[config.mk]
export PLATFORM = sky130hd
export DESIGN_NAME = go_back_n_sender_slot
export DESIGN_NICKNAME = d
export VERILOG_FILES = /design/src/hw/rtl/gbn_pkg.sv /design/src/hw/rtl/go_back_n_sender_slot.sv
export SDC_FILE = /design/constraint.sdc
export NUM_CORES = 2
export LEC_CHECK = 0
export ABC_AREA = 0
export BUFFER_PORTS_ARGS = -buffer_cell sky130_fd_sc_hd__buf_2
export CAP_MARGIN = 20
export CORE_MARGIN = 2
export CORE_UTILIZATION = 45
export CTS_CLUSTER_SIZE = 16
export DETAILED_ROUTE_END_ITERATION = 6
export PLACE_DENSITY_LB_ADDON = 0.08
export SKIP_LAST_GASP = 1
export SYNTH_ARGS = -nofsm -noshare
export SYNTH_HDL_FRONTEND = slang
export SYNTH_SLANG_ARGS = --single-unit
[constraint.sdc]
create_clock -name aclk -period 15.96 [get_ports aclk]
set_clock_uncertainty 0.15 [all_clocks]
set_input_delay 0.798 -clock aclk [delete_from_list [all_inputs] [get_ports aclk]]
set_output_delay 0.798 -clock aclk [all_outputs]
set_load 0.01 [all_outputs]
[src/hw/rtl/gbn_pkg.sv]
// ============================================================================
// gbn_pkg
// Shared types and constants of the go-back-n sender: stream payload
// layouts, acknowledgement codes, configuration register indexes.
// ============================================================================
`default_nettype none

package gbn_pkg;

    localparam int BUFFER_DEPTH_DEF = 16;
    localparam int MAX_WINDOW_DEF   = 16;

    localparam int SEQ_W       = 32;
    localparam int WORD_W      = 64;
    localparam int TIMER_W     = 8;
    localparam int WIN_CFG_W   = 5;
    localparam int IN_FLIGHT_W = 5;
    localparam int CFG_ADDR_W  = 1;
    localparam int CFG_DATA_W  = 8;

    localparam logic [WIN_CFG_W-1:0] WINDOW_RESET  = WIN_CFG_W'(1);
    localparam logic [TIMER_W-1:0]   TIMEOUT_RESET = TIMER_W'(10);

    localparam logic [CFG_ADDR_W-1:0] CFG_WINDOW_SIZE   = 1'b0;
    localparam logic [CFG_ADDR_W-1:0] CFG_TIMEOUT_SLOTS = 1'b1;

    typedef enum logic [1:0] {
        ACK_OK      = 2'd0,
        ACK_HELLO   = 2'd1,
        ACK_WARNING = 2'd2,
        ACK_ERROR   = 2'd3
    } ack_kind_t;

    // members listed from the top bit down
    typedef struct packed {
        ack_kind_t ack_kind;
        logic      ack_valid;
        logic      offer_valid;
        logic      restart;
    } in_user_t;

    typedef struct packed {
        logic [SEQ_W-1:0]  ack_seq;
        logic [WORD_W-1:0] offer_word;
        logic [SEQ_W-1:0]  offer_seq;
    } in_data_t;

    typedef struct packed {
        logic send_is_retx;
        logic send_valid;
    } out_user_t;

    typedef struct packed {
        logic [5:0]             pad;
        logic [IN_FLIGHT_W-1:0] in_flight;
        logic [SEQ_W-1:0]       base_seq;
        logic                   retransmission;
        logic                   timed_out;
        logic                   ack_accepted;
        logic                   seq_mismatch;
        logic                   window_full;
        logic [WORD_W-1:0]      send_word;
        logic [SEQ_W-1:0]       send_seq;
    } out_data_t;

    localparam int IN_USER_W  = $bits(in_user_t);
    localparam int IN_DATA_W  = $bits(in_data_t);
    localparam int OUT_USER_W = $bits(out_user_t);
    localparam int OUT_DATA_W = $bits(out_data_t);

endpackage

`default_nettype wire

[src/hw/rtl/go_back_n_sender_slot.sv]
// ============================================================================
// go_back_n_sender_slot
// Go-back-n ARQ sender advanced by one time slot per input transaction.
// ============================================================================
// Usage:
//   s_* stream: one transaction per time slot, carrying an optional new
//   packet offer and an optional received acknowledgement.
//   m_* stream: exactly one result transaction per slot: the packet sent
//   (new or retransmitted), refusal flags, ack/timeout flags, base and
//   in-flight count after the slot.
//   cfg_* channel: register writes (index 0 window size, 1 timeout in
//   slots), ready whenever out of reset; write only while the block is idle.
// Result: registered, it appears in the cycle after the slot is accepted.
// Throughput: one slot per cycle when not stalled; the whole slot update is
// one pass of logic from the slot state registers into the result register.
// The packet store is a memory with a registered read: the retransmit read
// is issued with the slot and its data lands next to the result register.
// Reset: clears window, timer, retransmit state and valid marks and loads
// window 1, timeout 10; the packet store keeps its contents. Both input
// channels are not ready while reset is held.
// Stall: s_tready = !m_tvalid || m_tready, so a held result blocks the next
// slot only while m_tready is low.
// ============================================================================
`default_nettype none

module go_back_n_sender_slot #(
    parameter int BUFFER_DEPTH = gbn_pkg::BUFFER_DEPTH_DEF,
    parameter int MAX_WINDOW   = gbn_pkg::MAX_WINDOW_DEF
) (
    input  wire                                aclk,
    input  wire                                aresetn,
    // cfg
    input  wire                                cfg_valid,
    output logic                               cfg_ready,
    input  wire  [gbn_pkg::CFG_ADDR_W-1:0]     cfg_addr,
    input  wire  [gbn_pkg::CFG_DATA_W-1:0]     cfg_data,
    // slot input
    input  wire                                s_tvalid,
    output logic                               s_tready,
    input  wire  gbn_pkg::in_data_t            s_tdata,  // offer_seq, offer_word, ack_seq
    input  wire  gbn_pkg::in_user_t            s_tuser,  // restart, offer_valid, ack_valid,
                                                         // ack_kind
    // result output
    output logic                               m_tvalid,
    input  wire                                m_tready,
    output gbn_pkg::out_data_t                 m_tdata,  // send_seq, send_word, window_full,
                                                         // seq_mismatch, ack_accepted,
                                                         // timed_out, retransmission,
                                                         // base_seq, in_flight, zero pad
    output gbn_pkg::out_user_t                 m_tuser   // send_valid, send_is_retx
);
    import gbn_pkg::*;

    localparam int SLOT_W  = (BUFFER_DEPTH > 1) ? $clog2(BUFFER_DEPTH) : 1;
    localparam int WIN_MAX = (MAX_WINDOW < BUFFER_DEPTH) ? MAX_WINDOW : BUFFER_DEPTH;
    localparam int CNT_W   = $clog2(WIN_MAX + 1);
    localparam int CMP_W   = (CNT_W > WIN_CFG_W) ? CNT_W : WIN_CFG_W;
    localparam int DIST_W  = ((SLOT_W + 1) > CMP_W) ? (SLOT_W + 1) : CMP_W;

    // next slot index of a sequence number, honoring the 32-bit wrap
    function automatic logic [SLOT_W-1:0] slot_inc(input logic [SLOT_W-1:0] slot,
                                                   input logic [SEQ_W-1:0]  ptr);
        logic [SLOT_W-1:0] res;
        if (ptr == {SEQ_W{1'b1}}) begin
            res = '0;
        end else if (slot == SLOT_W'(BUFFER_DEPTH - 1)) begin
            res = '0;
        end else begin
            res = slot + SLOT_W'(1);
        end
        return res;
    endfunction

    // configuration
    logic [WIN_CFG_W-1:0] win_cfg_reg;
    logic [TIMER_W-1:0]   tmo_cfg_reg;

    // slot state
    logic [SEQ_W-1:0]        base_reg,      base_next;
    logic [SEQ_W-1:0]        next_reg,      next_next;
    logic [CNT_W-1:0]        out_reg,       out_next;
    logic [TIMER_W-1:0]      timer_reg,     timer_next;
    logic                    retx_mode_reg, retx_mode_next;
    logic [SEQ_W-1:0]        retx_reg,      retx_next;
    logic [SLOT_W-1:0]       base_slot_reg, base_slot_next;
    logic [SLOT_W-1:0]       next_slot_reg, next_slot_next;
    logic [SLOT_W-1:0]       retx_slot_reg, retx_slot_next;
    logic [BUFFER_DEPTH-1:0] valid_reg,     valid_next;

    // result
    logic      m_tvalid_reg;
    out_data_t res_reg,   res_next;
    out_user_t ruser_reg, ruser_next;
    logic      use_mem_reg, use_mem_next;

    // packet store
    logic [WORD_W-1:0] store_mem [BUFFER_DEPTH];
    logic [WORD_W-1:0] rd_data_reg;
    logic              mem_we;
    logic [SLOT_W-1:0] mem_wslot;
    logic [SLOT_W-1:0] mem_rslot;

    logic              accept;
    logic [CMP_W-1:0]  eff_win;

    assign cfg_ready = aresetn;
    assign s_tready  = aresetn && (!m_tvalid_reg || m_tready);
    assign accept    = s_tvalid && s_tready;
    assign m_tvalid  = m_tvalid_reg;

    always_comb begin
        if (win_cfg_reg == '0) begin
            eff_win = CMP_W'(1);
        end else if (CMP_W'(win_cfg_reg) > CMP_W'(WIN_MAX)) begin
            eff_win = CMP_W'(WIN_MAX);
        end else begin
            eff_win = CMP_W'(win_cfg_reg);
        end
    end

    // one slot: restart, send, acknowledge, timer
    always_comb begin
        logic [SEQ_W-1:0]  d;
        logic [SEQ_W-1:0]  old_base;
        logic [SLOT_W-1:0] old_bslot;
        logic              wrap;
        logic [DIST_W-1:0] span;
        logic [DIST_W-1:0] off;
        logic [SLOT_W:0]   bsum;

        d         = '0;
        old_base  = '0;
        old_bslot = '0;
        wrap      = 1'b0;
        span      = '0;
        off       = '0;
        bsum      = '0;

        base_next      = base_reg;
        next_next      = next_reg;
        out_next       = out_reg;
        timer_next     = timer_reg;
        retx_mode_next = retx_mode_reg;
        retx_next      = retx_reg;
        base_slot_next = base_slot_reg;
        next_slot_next = next_slot_reg;
        retx_slot_next = retx_slot_reg;
        valid_next     = valid_reg;

        res_next     = '0;
        ruser_next   = '0;
        use_mem_next = 1'b0;
        mem_we       = 1'b0;
        mem_wslot    = next_slot_reg;
        mem_rslot    = retx_slot_reg;

        if (s_tuser.restart) begin
            base_next      = '0;
            next_next      = '0;
            out_next       = '0;
            timer_next     = '0;
            retx_mode_next = 1'b0;
            retx_next      = '0;
            base_slot_next = '0;
            next_slot_next = '0;
            retx_slot_next = '0;
            valid_next     = '0;
        end

        // send
        if (retx_mode_next) begin
            if ((retx_next - base_next) < SEQ_W'(out_next)) begin
                mem_rslot = retx_slot_next;
                if (valid_next[retx_slot_next]) begin
                    ruser_next.send_valid    = 1'b1;
                    ruser_next.send_is_retx  = 1'b1;
                    res_next.send_seq        = retx_next;
                    res_next.retransmission  = 1'b1;
                    use_mem_next             = 1'b1;
                end
                retx_slot_next = slot_inc(retx_slot_next, retx_next);
                retx_next      = retx_next + SEQ_W'(1);
            end else begin
                retx_mode_next = 1'b0;
            end
        end else if (s_tuser.offer_valid) begin
            if (CMP_W'(out_next) >= eff_win) begin
                res_next.window_full = 1'b1;
            end else if (s_tdata.offer_seq != next_next) begin
                res_next.seq_mismatch = 1'b1;
            end else begin
                mem_we                     = 1'b1;
                mem_wslot                  = next_slot_next;
                valid_next[next_slot_next] = 1'b1;
                ruser_next.send_valid      = 1'b1;
                res_next.send_seq          = next_next;
                res_next.send_word         = s_tdata.offer_word;
                next_slot_next             = slot_inc(next_slot_next, next_next);
                next_next                  = next_next + SEQ_W'(1);
                out_next                   = out_next + CNT_W'(1);
                if (out_next == CNT_W'(1)) begin
                    timer_next = tmo_cfg_reg;
                end
            end
        end

        // acknowledge
        if (s_tuser.ack_valid && (s_tuser.ack_kind == ACK_OK || s_tuser.ack_kind == ACK_HELLO)
                && out_next != '0) begin
            d = s_tdata.ack_seq - base_next;
            if (d != '0 && d <= SEQ_W'(out_next)) begin
                old_base  = base_next;
                old_bslot = base_slot_next;
                // sequence space wrapped inside the acked range
                wrap      = s_tdata.ack_seq < old_base;
                span      = wrap ? DIST_W'(SEQ_W'(0) - old_base) : DIST_W'(d);
                for (int j = 0; j < BUFFER_DEPTH; j++) begin
                    off = DIST_W'(j) - DIST_W'(old_bslot);
                    if (DIST_W'(j) < DIST_W'(old_bslot)) begin
                        off = off + DIST_W'(BUFFER_DEPTH);
                    end
                    if (off < span || (wrap && SEQ_W'(j) < s_tdata.ack_seq)) begin
                        valid_next[j] = 1'b0;
                    end
                end
                if (wrap) begin
                    base_slot_next = SLOT_W'(s_tdata.ack_seq);
                end else begin
                    bsum = (SLOT_W + 1)'(old_bslot) + (SLOT_W + 1)'(d);
                    if (bsum >= (SLOT_W + 1)'(BUFFER_DEPTH)) begin
                        bsum = bsum - (SLOT_W + 1)'(BUFFER_DEPTH);
                    end
                    base_slot_next = SLOT_W'(bsum);
                end
                base_next             = s_tdata.ack_seq;
                out_next              = out_next - CNT_W'(d);
                res_next.ack_accepted = 1'b1;
                if (out_next != '0) begin
                    timer_next = tmo_cfg_reg;
                end else begin
                    timer_next     = '0;
                    retx_mode_next = 1'b0;
                    retx_next      = '0;
                    retx_slot_next = '0;
                end
                if (retx_mode_next && (retx_next - old_base) < d) begin
                    retx_next      = base_next;
                    retx_slot_next = base_slot_next;
                end
            end
        end

        // timer of the oldest packet
        if (out_next != '0) begin
            if (timer_next <= TIMER_W'(1)) begin
                retx_mode_next          = 1'b1;
                retx_next               = base_next;
                retx_slot_next          = base_slot_next;
                timer_next              = tmo_cfg_reg;
                res_next.timed_out      = 1'b1;
                res_next.retransmission = 1'b1;
            end else begin
                timer_next = timer_next - TIMER_W'(1);
            end
        end

        res_next.base_seq  = base_next;
        res_next.in_flight = IN_FLIGHT_W'(out_next);
    end

    always_ff @(posedge aclk) begin
        if (!aresetn) begin
            win_cfg_reg <= WINDOW_RESET;
            tmo_cfg_reg <= TIMEOUT_RESET;
        end else if (cfg_valid && cfg_ready) begin
            unique case (cfg_addr)
                CFG_WINDOW_SIZE:   win_cfg_reg <= cfg_data[WIN_CFG_W-1:0];
                CFG_TIMEOUT_SLOTS: tmo_cfg_reg <= cfg_data[TIMER_W-1:0];
                default: ;
            endcase
        end
    end

    always_ff @(posedge aclk) begin
        if (!aresetn) begin
            base_reg      <= '0;
            next_reg      <= '0;
            out_reg       <= '0;
            timer_reg     <= '0;
            retx_mode_reg <= 1'b0;
            retx_reg      <= '0;
            base_slot_reg <= '0;
            next_slot_reg <= '0;
            retx_slot_reg <= '0;
            valid_reg     <= '0;
            m_tvalid_reg  <= 1'b0;
        end else begin
            if (accept) begin
                base_reg      <= base_next;
                next_reg      <= next_next;
                out_reg       <= out_next;
                timer_reg     <= timer_next;
                retx_mode_reg <= retx_mode_next;
                retx_reg      <= retx_next;
                base_slot_reg <= base_slot_next;
                next_slot_reg <= next_slot_next;
                retx_slot_reg <= retx_slot_next;
                valid_reg     <= valid_next;
                m_tvalid_reg  <= 1'b1;
            end else if (m_tready) begin
                m_tvalid_reg <= 1'b0;
            end
        end
    end

    always_ff @(posedge aclk) begin
        if (accept) begin
            res_reg     <= res_next;
            ruser_reg   <= ruser_next;
            use_mem_reg <= use_mem_next;
        end
    end

    // packet store: written for new packets, read for retransmissions
    always_ff @(posedge aclk) begin
        if (accept && mem_we) begin
            store_mem[mem_wslot] <= s_tdata.offer_word;
        end
    end

    always_ff @(posedge aclk) begin
        if (accept) begin
            rd_data_reg <= store_mem[mem_rslot];
        end
    end

    always_comb begin
        m_tdata = res_reg;
        if (use_mem_reg) begin
            m_tdata.send_word = rd_data_reg;
        end
        m_tuser = ruser_reg;
    end

endmodule

`default_nettype wire

==> flow_summary.html <==
<table>
<tr><th>Metric</th><th>Value</th></tr>
<tr><th colspan="2">Run status</th></tr>
<tr><td>Run status</td><td>completed</td></tr>
<tr><th colspan="2">Global route</th></tr>
<tr><td>Met3 Use GR</td><td>0.0465</td></tr>
<tr><td>GR Util met2</td><td>0.435</td></tr>
<tr><td>First-pass GRT wire length</td><td>between 200 and 300 mm</td></tr>
<tr><td>Via count of the first global-routing pass</td><td>slightly above 40000</td></tr>
<tr><td>Initial antenna violation count</td><td>25</td></tr>
<tr><td>Largest net degree at the start of global routing</td><td>96</td></tr>
<tr><td>Met1 layer usage reported by global route</td><td>0.345</td></tr>
<tr><td>Most utilized layer in the global route result</td><td>met2</td></tr>
<tr><td>Remaining global-route overflow</td><td>0</td></tr>
<tr><td>Total global routing track utilization</td><td>0.260</td></tr>
<tr><th colspan="2">Clock network</th></tr>
<tr><td>Reg clk slew, reported paths</td><td>0.07 ns</td></tr>
<tr><td>TritonCTS clock tree</td><td>built</td></tr>
<tr><td>Max clock buf depth</td><td>3</td></tr>
<tr><td>Clock buffer count from CTS</td><td>151</td></tr>
<tr><td>Clock tree sinks</td><td>about 1400</td></tr>
<tr><td>Post-CTS setup buffer count</td><td>0</td></tr>
<tr><td>Clock latency at the later pin of the worst-skew pair</td><td>approximately 0.78 ns</td></tr>
<tr><td>Depth of the CTS H-tree</td><td>4</td></tr>
<tr><td>Hold buffers post-CTS</td><td>0</td></tr>
<tr><td>Number of gates resized after CTS</td><td>0</td></tr>
<tr><td>Clock tree root buffer cell</td><td>sky130_fd_sc_hd__clkbuf_16</td></tr>
<tr><th colspan="2">Yosys</th></tr>
<tr><td>XOR/XNOR share of the synthesized area</td><td>0.0214</td></tr>
<tr><td>Syn Std Cell Area</td><td>between 60000 and 70000 µm²</td></tr>
<tr><td>Predominant post-synthesis flop cell</td><td>sky130_fd_sc_hd__edfxtp_1</td></tr>
<tr><td>Warning count from the yosys run</td><td>0</td></tr>
<tr><td>Register bit total from synthesis</td><td>between 1000 and 1500</td></tr>
<tr><td>Syn_area_per_cell</td><td>about 14 µm²</td></tr>
<tr><td>Simple-gate share of the synthesized area</td><td>0.0904</td></tr>
<tr><td>Number of library cell types mapped by synthesis</td><td>100</td></tr>
<tr><td>Combinational family with the most area after synthesis</td><td>multiplexers</td></tr>
<tr><td>Number of instances in the synthesized netlist</td><td>around 4700</td></tr>
<tr><td>Sequential fraction of the synthesis area</td><td>0.599</td></tr>
<tr><td>Share of synthesized flip-flops with an asynchronous set or reset</td><td>0</td></tr>
<tr><td>Mux cell area share after synthesis</td><td>0.126</td></tr>
<tr><td>Compound-cell area share of the yosys netlist</td><td>0.0878</td></tr>
<tr><td>Post-synthesis share of cell area spent on full adders, half adders and majority gates</td><td>0.0415</td></tr>
<tr><td>Number of enable-type register cells in the synthesized netlist</td><td>1229</td></tr>
<tr><th colspan="2">Min path</th></tr>
<tr><td>Worst Hold Class</td><td>input port to flip-flop</td></tr>
<tr><th colspan="2">Placement</th></tr>
<tr><td>Count of port buffers added during placement</td><td>288</td></tr>
<tr><td>Final HPWL DP</td><td>between 100 and 150 mm</td></tr>
<tr><td>Number of instances in the placed design</td><td>6692</td></tr>
<tr><td>Placer Congestion</td><td>a little over 0.9</td></tr>
<tr><th colspan="2">Floorplanning</th></tr>
<tr><td>Count of standard-cell rows</td><td>around 140</td></tr>
<tr><td>Placeable core region</td><td>~150000 µm²</td></tr>
<tr><td>Top-Level Pins</td><td>a little under 300</td></tr>
<tr><td>Chip Width</td><td>approximately 390 µm</td></tr>
<tr><td>Vert. Die Dim</td><td>~390 µm</td></tr>
<tr><td>Starting density of the core</td><td>0.452</td></tr>
<tr><td>Die Outline Area</td><td>between 150000 and 200000 µm²</td></tr>
<tr><th colspan="2">Detailed routing</th></tr>
<tr><td>First drt pass iteration count</td><td>5</td></tr>
<tr><td>Post-detailed-route wirelength per cell</td><td>approximately 28 µm</td></tr>
<tr><td>Final ANT Viol Nets</td><td>0</td></tr>
<tr><td>Routed via count</td><td>42040</td></tr>
<tr><td>Initial DRC count</td><td>approximately 3300</td></tr>
<tr><td>Final WL</td><td>around 200 mm</td></tr>
<tr><td>Vias per inst</td><td>about 6</td></tr>
<tr><td>Drc violations</td><td>0</td></tr>
<tr><th colspan="2">Setup path</th></tr>
<tr><td>Type of the worst setup path</td><td>input port to flip-flop</td></tr>
<tr><td>Critical Path Source</td><td>s_tuser[0]</td></tr>
<tr><td>RR Startpoint</td><td>retx_reg[1]$_SDFFE_PN0P_</td></tr>
<tr><td>Kind of cell adding the most delay to the critical path</td><td>compound AO/OA/AOI/OAI gates</td></tr>
<tr><td>Largest fanout of any net on the critical path</td><td>between 60 and 70</td></tr>
<tr><td>Logic depth of the worst register-to-register path</td><td>45</td></tr>
<tr><td>Kind of end point of the critical path</td><td>flip-flop</td></tr>
<tr><td>Worst Setup EP</td><td>retx_slot_reg[0]$_SDFFE_PN0P_</td></tr>
<tr><td>CP max stage delay</td><td>about 0.71 ns</td></tr>
<tr><td>Slowest stage cell on the critical path</td><td>sky130_fd_sc_hd__or3b_2</td></tr>
<tr><td>Worst path depth</td><td>47</td></tr>
<tr><td>CP arrival</td><td>~13 ns</td></tr>
<tr><td>RR Endpoint</td><td>retx_slot_reg[0]$_SDFFE_PN0P_</td></tr>
<tr><td>Slack of the worst reg-to-reg path</td><td>3.97 ns</td></tr>
<tr><td>Type of element launching the critical path</td><td>input port</td></tr>
<tr><td>WP data required</td><td>16.47 ns</td></tr>
<tr><td>CP Buf/Inv Count</td><td>6</td></tr>
<tr><th colspan="2">Finish</th></tr>
<tr><td>Post-synthesis to final-layout area growth</td><td>12.0%</td></tr>
<tr><td>Layout Nets</td><td>between 5000 and 6000</td></tr>
<tr><td>Most common library cell in the layout ignoring fill and taps</td><td>sky130_fd_sc_hd__edfxtp_1</td></tr>
<tr><td>Largest register by flop count</td><td>store_mem</td></tr>
<tr><td>Max FFs per register</td><td>slightly above 1000</td></tr>
<tr><td>Post-Layout Cell Count</td><td>6975</td></tr>
<tr><td>Commonest cells after routing, fill and taps aside</td><td>sky130_fd_sc_hd__edfxtp_1 (1229), sky130_fd_sc_hd__mux4_2 (324), sky130_fd_sc_hd__nand2_1 (315)</td></tr>
<tr><td>Storage cell area</td><td>approximately 40000 µm²</td></tr>
<tr><td>Proportion of layout cells with a drive suffix above 1</td><td>0.206</td></tr>
<tr><td>Total area of multi-input combinational cells</td><td>roughly 25000 µm²</td></tr>
<tr><td># fillers</td><td>12536</td></tr>
<tr><th colspan="2">Job</th></tr>
<tr><td>Number of max-cap violations</td><td>0</td></tr>
<tr><th colspan="2">Timing</th></tr>
<tr><td>Final Setup Violations</td><td>0</td></tr>
<tr><td>Aggregate negative setup slack</td><td>0 ns</td></tr>
<tr><td>Transition at the pin with the smallest max-transition slack</td><td>about 1.2 ns</td></tr>
<tr><td>Final slew viol count</td><td>0</td></tr>
<tr><td>Time the worst path needs with I/O delays and setup</td><td>12.79 ns</td></tr>
<tr><td>Worst slew slack as a fraction of its limit</td><td>0.198</td></tr>
<tr><td>Ratio of final minimum period to clock period</td><td>0.801</td></tr>
<tr><td>Final Hold Viols</td><td>0</td></tr>
<tr><td>Unrepaired setup endpoints after global routing</td><td>no</td></tr>
<tr><td>Highest clock rate</td><td>approximately 0.078 GHz</td></tr>
<tr><th colspan="2">Power</th></tr>
<tr><td>Proportion of power drawn by flip-flops and latches</td><td>0.509</td></tr>
<tr><td>Clock network power share</td><td>0.451</td></tr>
<tr><td>Worst ir drop on vdd</td><td>just under 100 µV</td></tr>
<tr><td>PD cells</td><td>roughly 100 nW/µm²</td></tr>
<tr><td>Combinational group share of total power</td><td>0.040</td></tr>
<tr><td>Switching component of the power</td><td>0.00171 W</td></tr>
<tr><td>Lkg Pwr</td><td>26.3 nW</td></tr>
<tr><td>Design internal power</td><td>a little over 0.006 W</td></tr>
<tr><td>Switching share of power</td><td>0.220</td></tr>
</table>
power groups by stage:
| stage | clock, W | combinational [W] | sequential, W |
|---|---|---|---|
| after global routing | 0.00370 | 0.000343 | 0.00396 |
| after global placement | 0 | 0.000311 | 0.00403 |
| after CTS | 0.00357 | 0.000315 | 0.00396 |
| after floorplan | 0 | 0.000170 | 0.00404 |
| final | 0.00350 | 0.000314 | 0.00396 |
| after detailed placement | 0 | 0.000313 | 0.00403 |
metrics by stage:
stage          total power [W]  cell area (µm²)   util  worst slack, ns  hold slack, ns
2_1_floorplan          0.00421            66700      -             4.32           0.267
3_3_place_gp           0.00434            69600  0.473             2.70           0.285
3_5_place_dp           0.00435            69600  0.473             2.69           0.295
4_1_cts                0.00784            74600  0.507             3.46          0.0614
5_1_grt                0.00800            74600  0.507             2.63           0.102
6_report               0.00777            74600  0.507             3.17           0.107
synthesized netlist by cell type (97+ instances only):
cell type / count / area share
sky130_fd_sc_hd__a21oi_1: 200 / 0.015
sky130_fd_sc_hd__nand3_1: 120 / 0.0090
sky130_fd_sc_hd__mux4_2: 324 / 0.11
sky130_fd_sc_hd__dfxtp_1: 152 / 0.046
sky130_fd_sc_hd__inv_1: 134 / 0.0075
sky130_fd_sc_hd__xnor2_1: 102 / 0.013
sky130_fd_sc_hd__and3_1: 97 / 0.0091
sky130_fd_sc_hd__nor2_1: 244 / 0.014
sky130_fd_sc_hd__clkbuf_1: 206 / 0.012
sky130_fd_sc_hd__ha_1: 212 / 0.040
sky130_fd_sc_hd__o21ai_0: 174 / 0.013
sky130_fd_sc_hd__nand2_1: 316 / 0.018
sky130_fd_sc_hd__edfxtp_1: 1229 / 0.55
worst min-delay path by stage:
stage / startpoint / end / slack, ns / cells past startpoint
after floorplan: retx_reg[27]$_SDFFE_PN0P_ / retx_reg[27]$_SDFFE_PN0P_ / 0.27 / 2
after global placement: base_reg[25]$_SDFFE_PN0P_ / base_reg[25]$_SDFFE_PN0P_ / 0.28 / 2
after CTS: cfg_data[1] / tmo_cfg_reg[1]$_SDFFE_PN1P_ / 0.06 / 3
after global routing: cfg_data[1] / tmo_cfg_reg[1]$_SDFFE_PN1P_ / 0.10 / 3
final: cfg_data[1] / tmo_cfg_reg[1]$_SDFFE_PN1P_ / 0.11 / 3
after detailed placement: retx_reg[27]$_SDFFE_PN0P_ / retx_reg[27]$_SDFFE_PN0P_ / 0.29 / 2
cell families (layout without fill, tap and decap cells):
family / count (synthesis) / after routing
flops: 1381 / 1381
simple gates: 1193 / 1193
compound gates: 870 / 870
buf+inv: 496 / 787
mux: 422 / 422
fa+ha+maj: 218 / 218
xor+xnor: 162 / 162
other cells: 1 / 12
metal layers:
layer | up-vias | share of wire
met2 | 1321 | 0.49
met5 | - | 0.00098
met4 | 30 | 0.031
met1 | 21510 | 0.42
met3 | 344 | 0.059
li1 | 18835 | -
worst register-to-register path: cells and delay by family, from the launching register on:
family,cells,cell delay [ns]
AOI/OAI and AO/OA,20,4.90
xor gates and xnor gates,1,0.30
adders and majority gates,3,1.23
buffers and inverters,4,1.07
DFF,1,0.50
and+or+nand+nor,17,3.71
cell type report:
class                           count  area share
Antenna cell                        6    0.000201
Clock buffer                      190      0.0540
Clock inverter                     86      0.0129
Inverter                          137     0.00699
Multi-Input combinational cell   2871       0.330
Sequential cell                  1381       0.535
Tap cell                         1930      0.0324
Timing Repair Buffer              374      0.0282
Power figures use the tool's default switching activity.
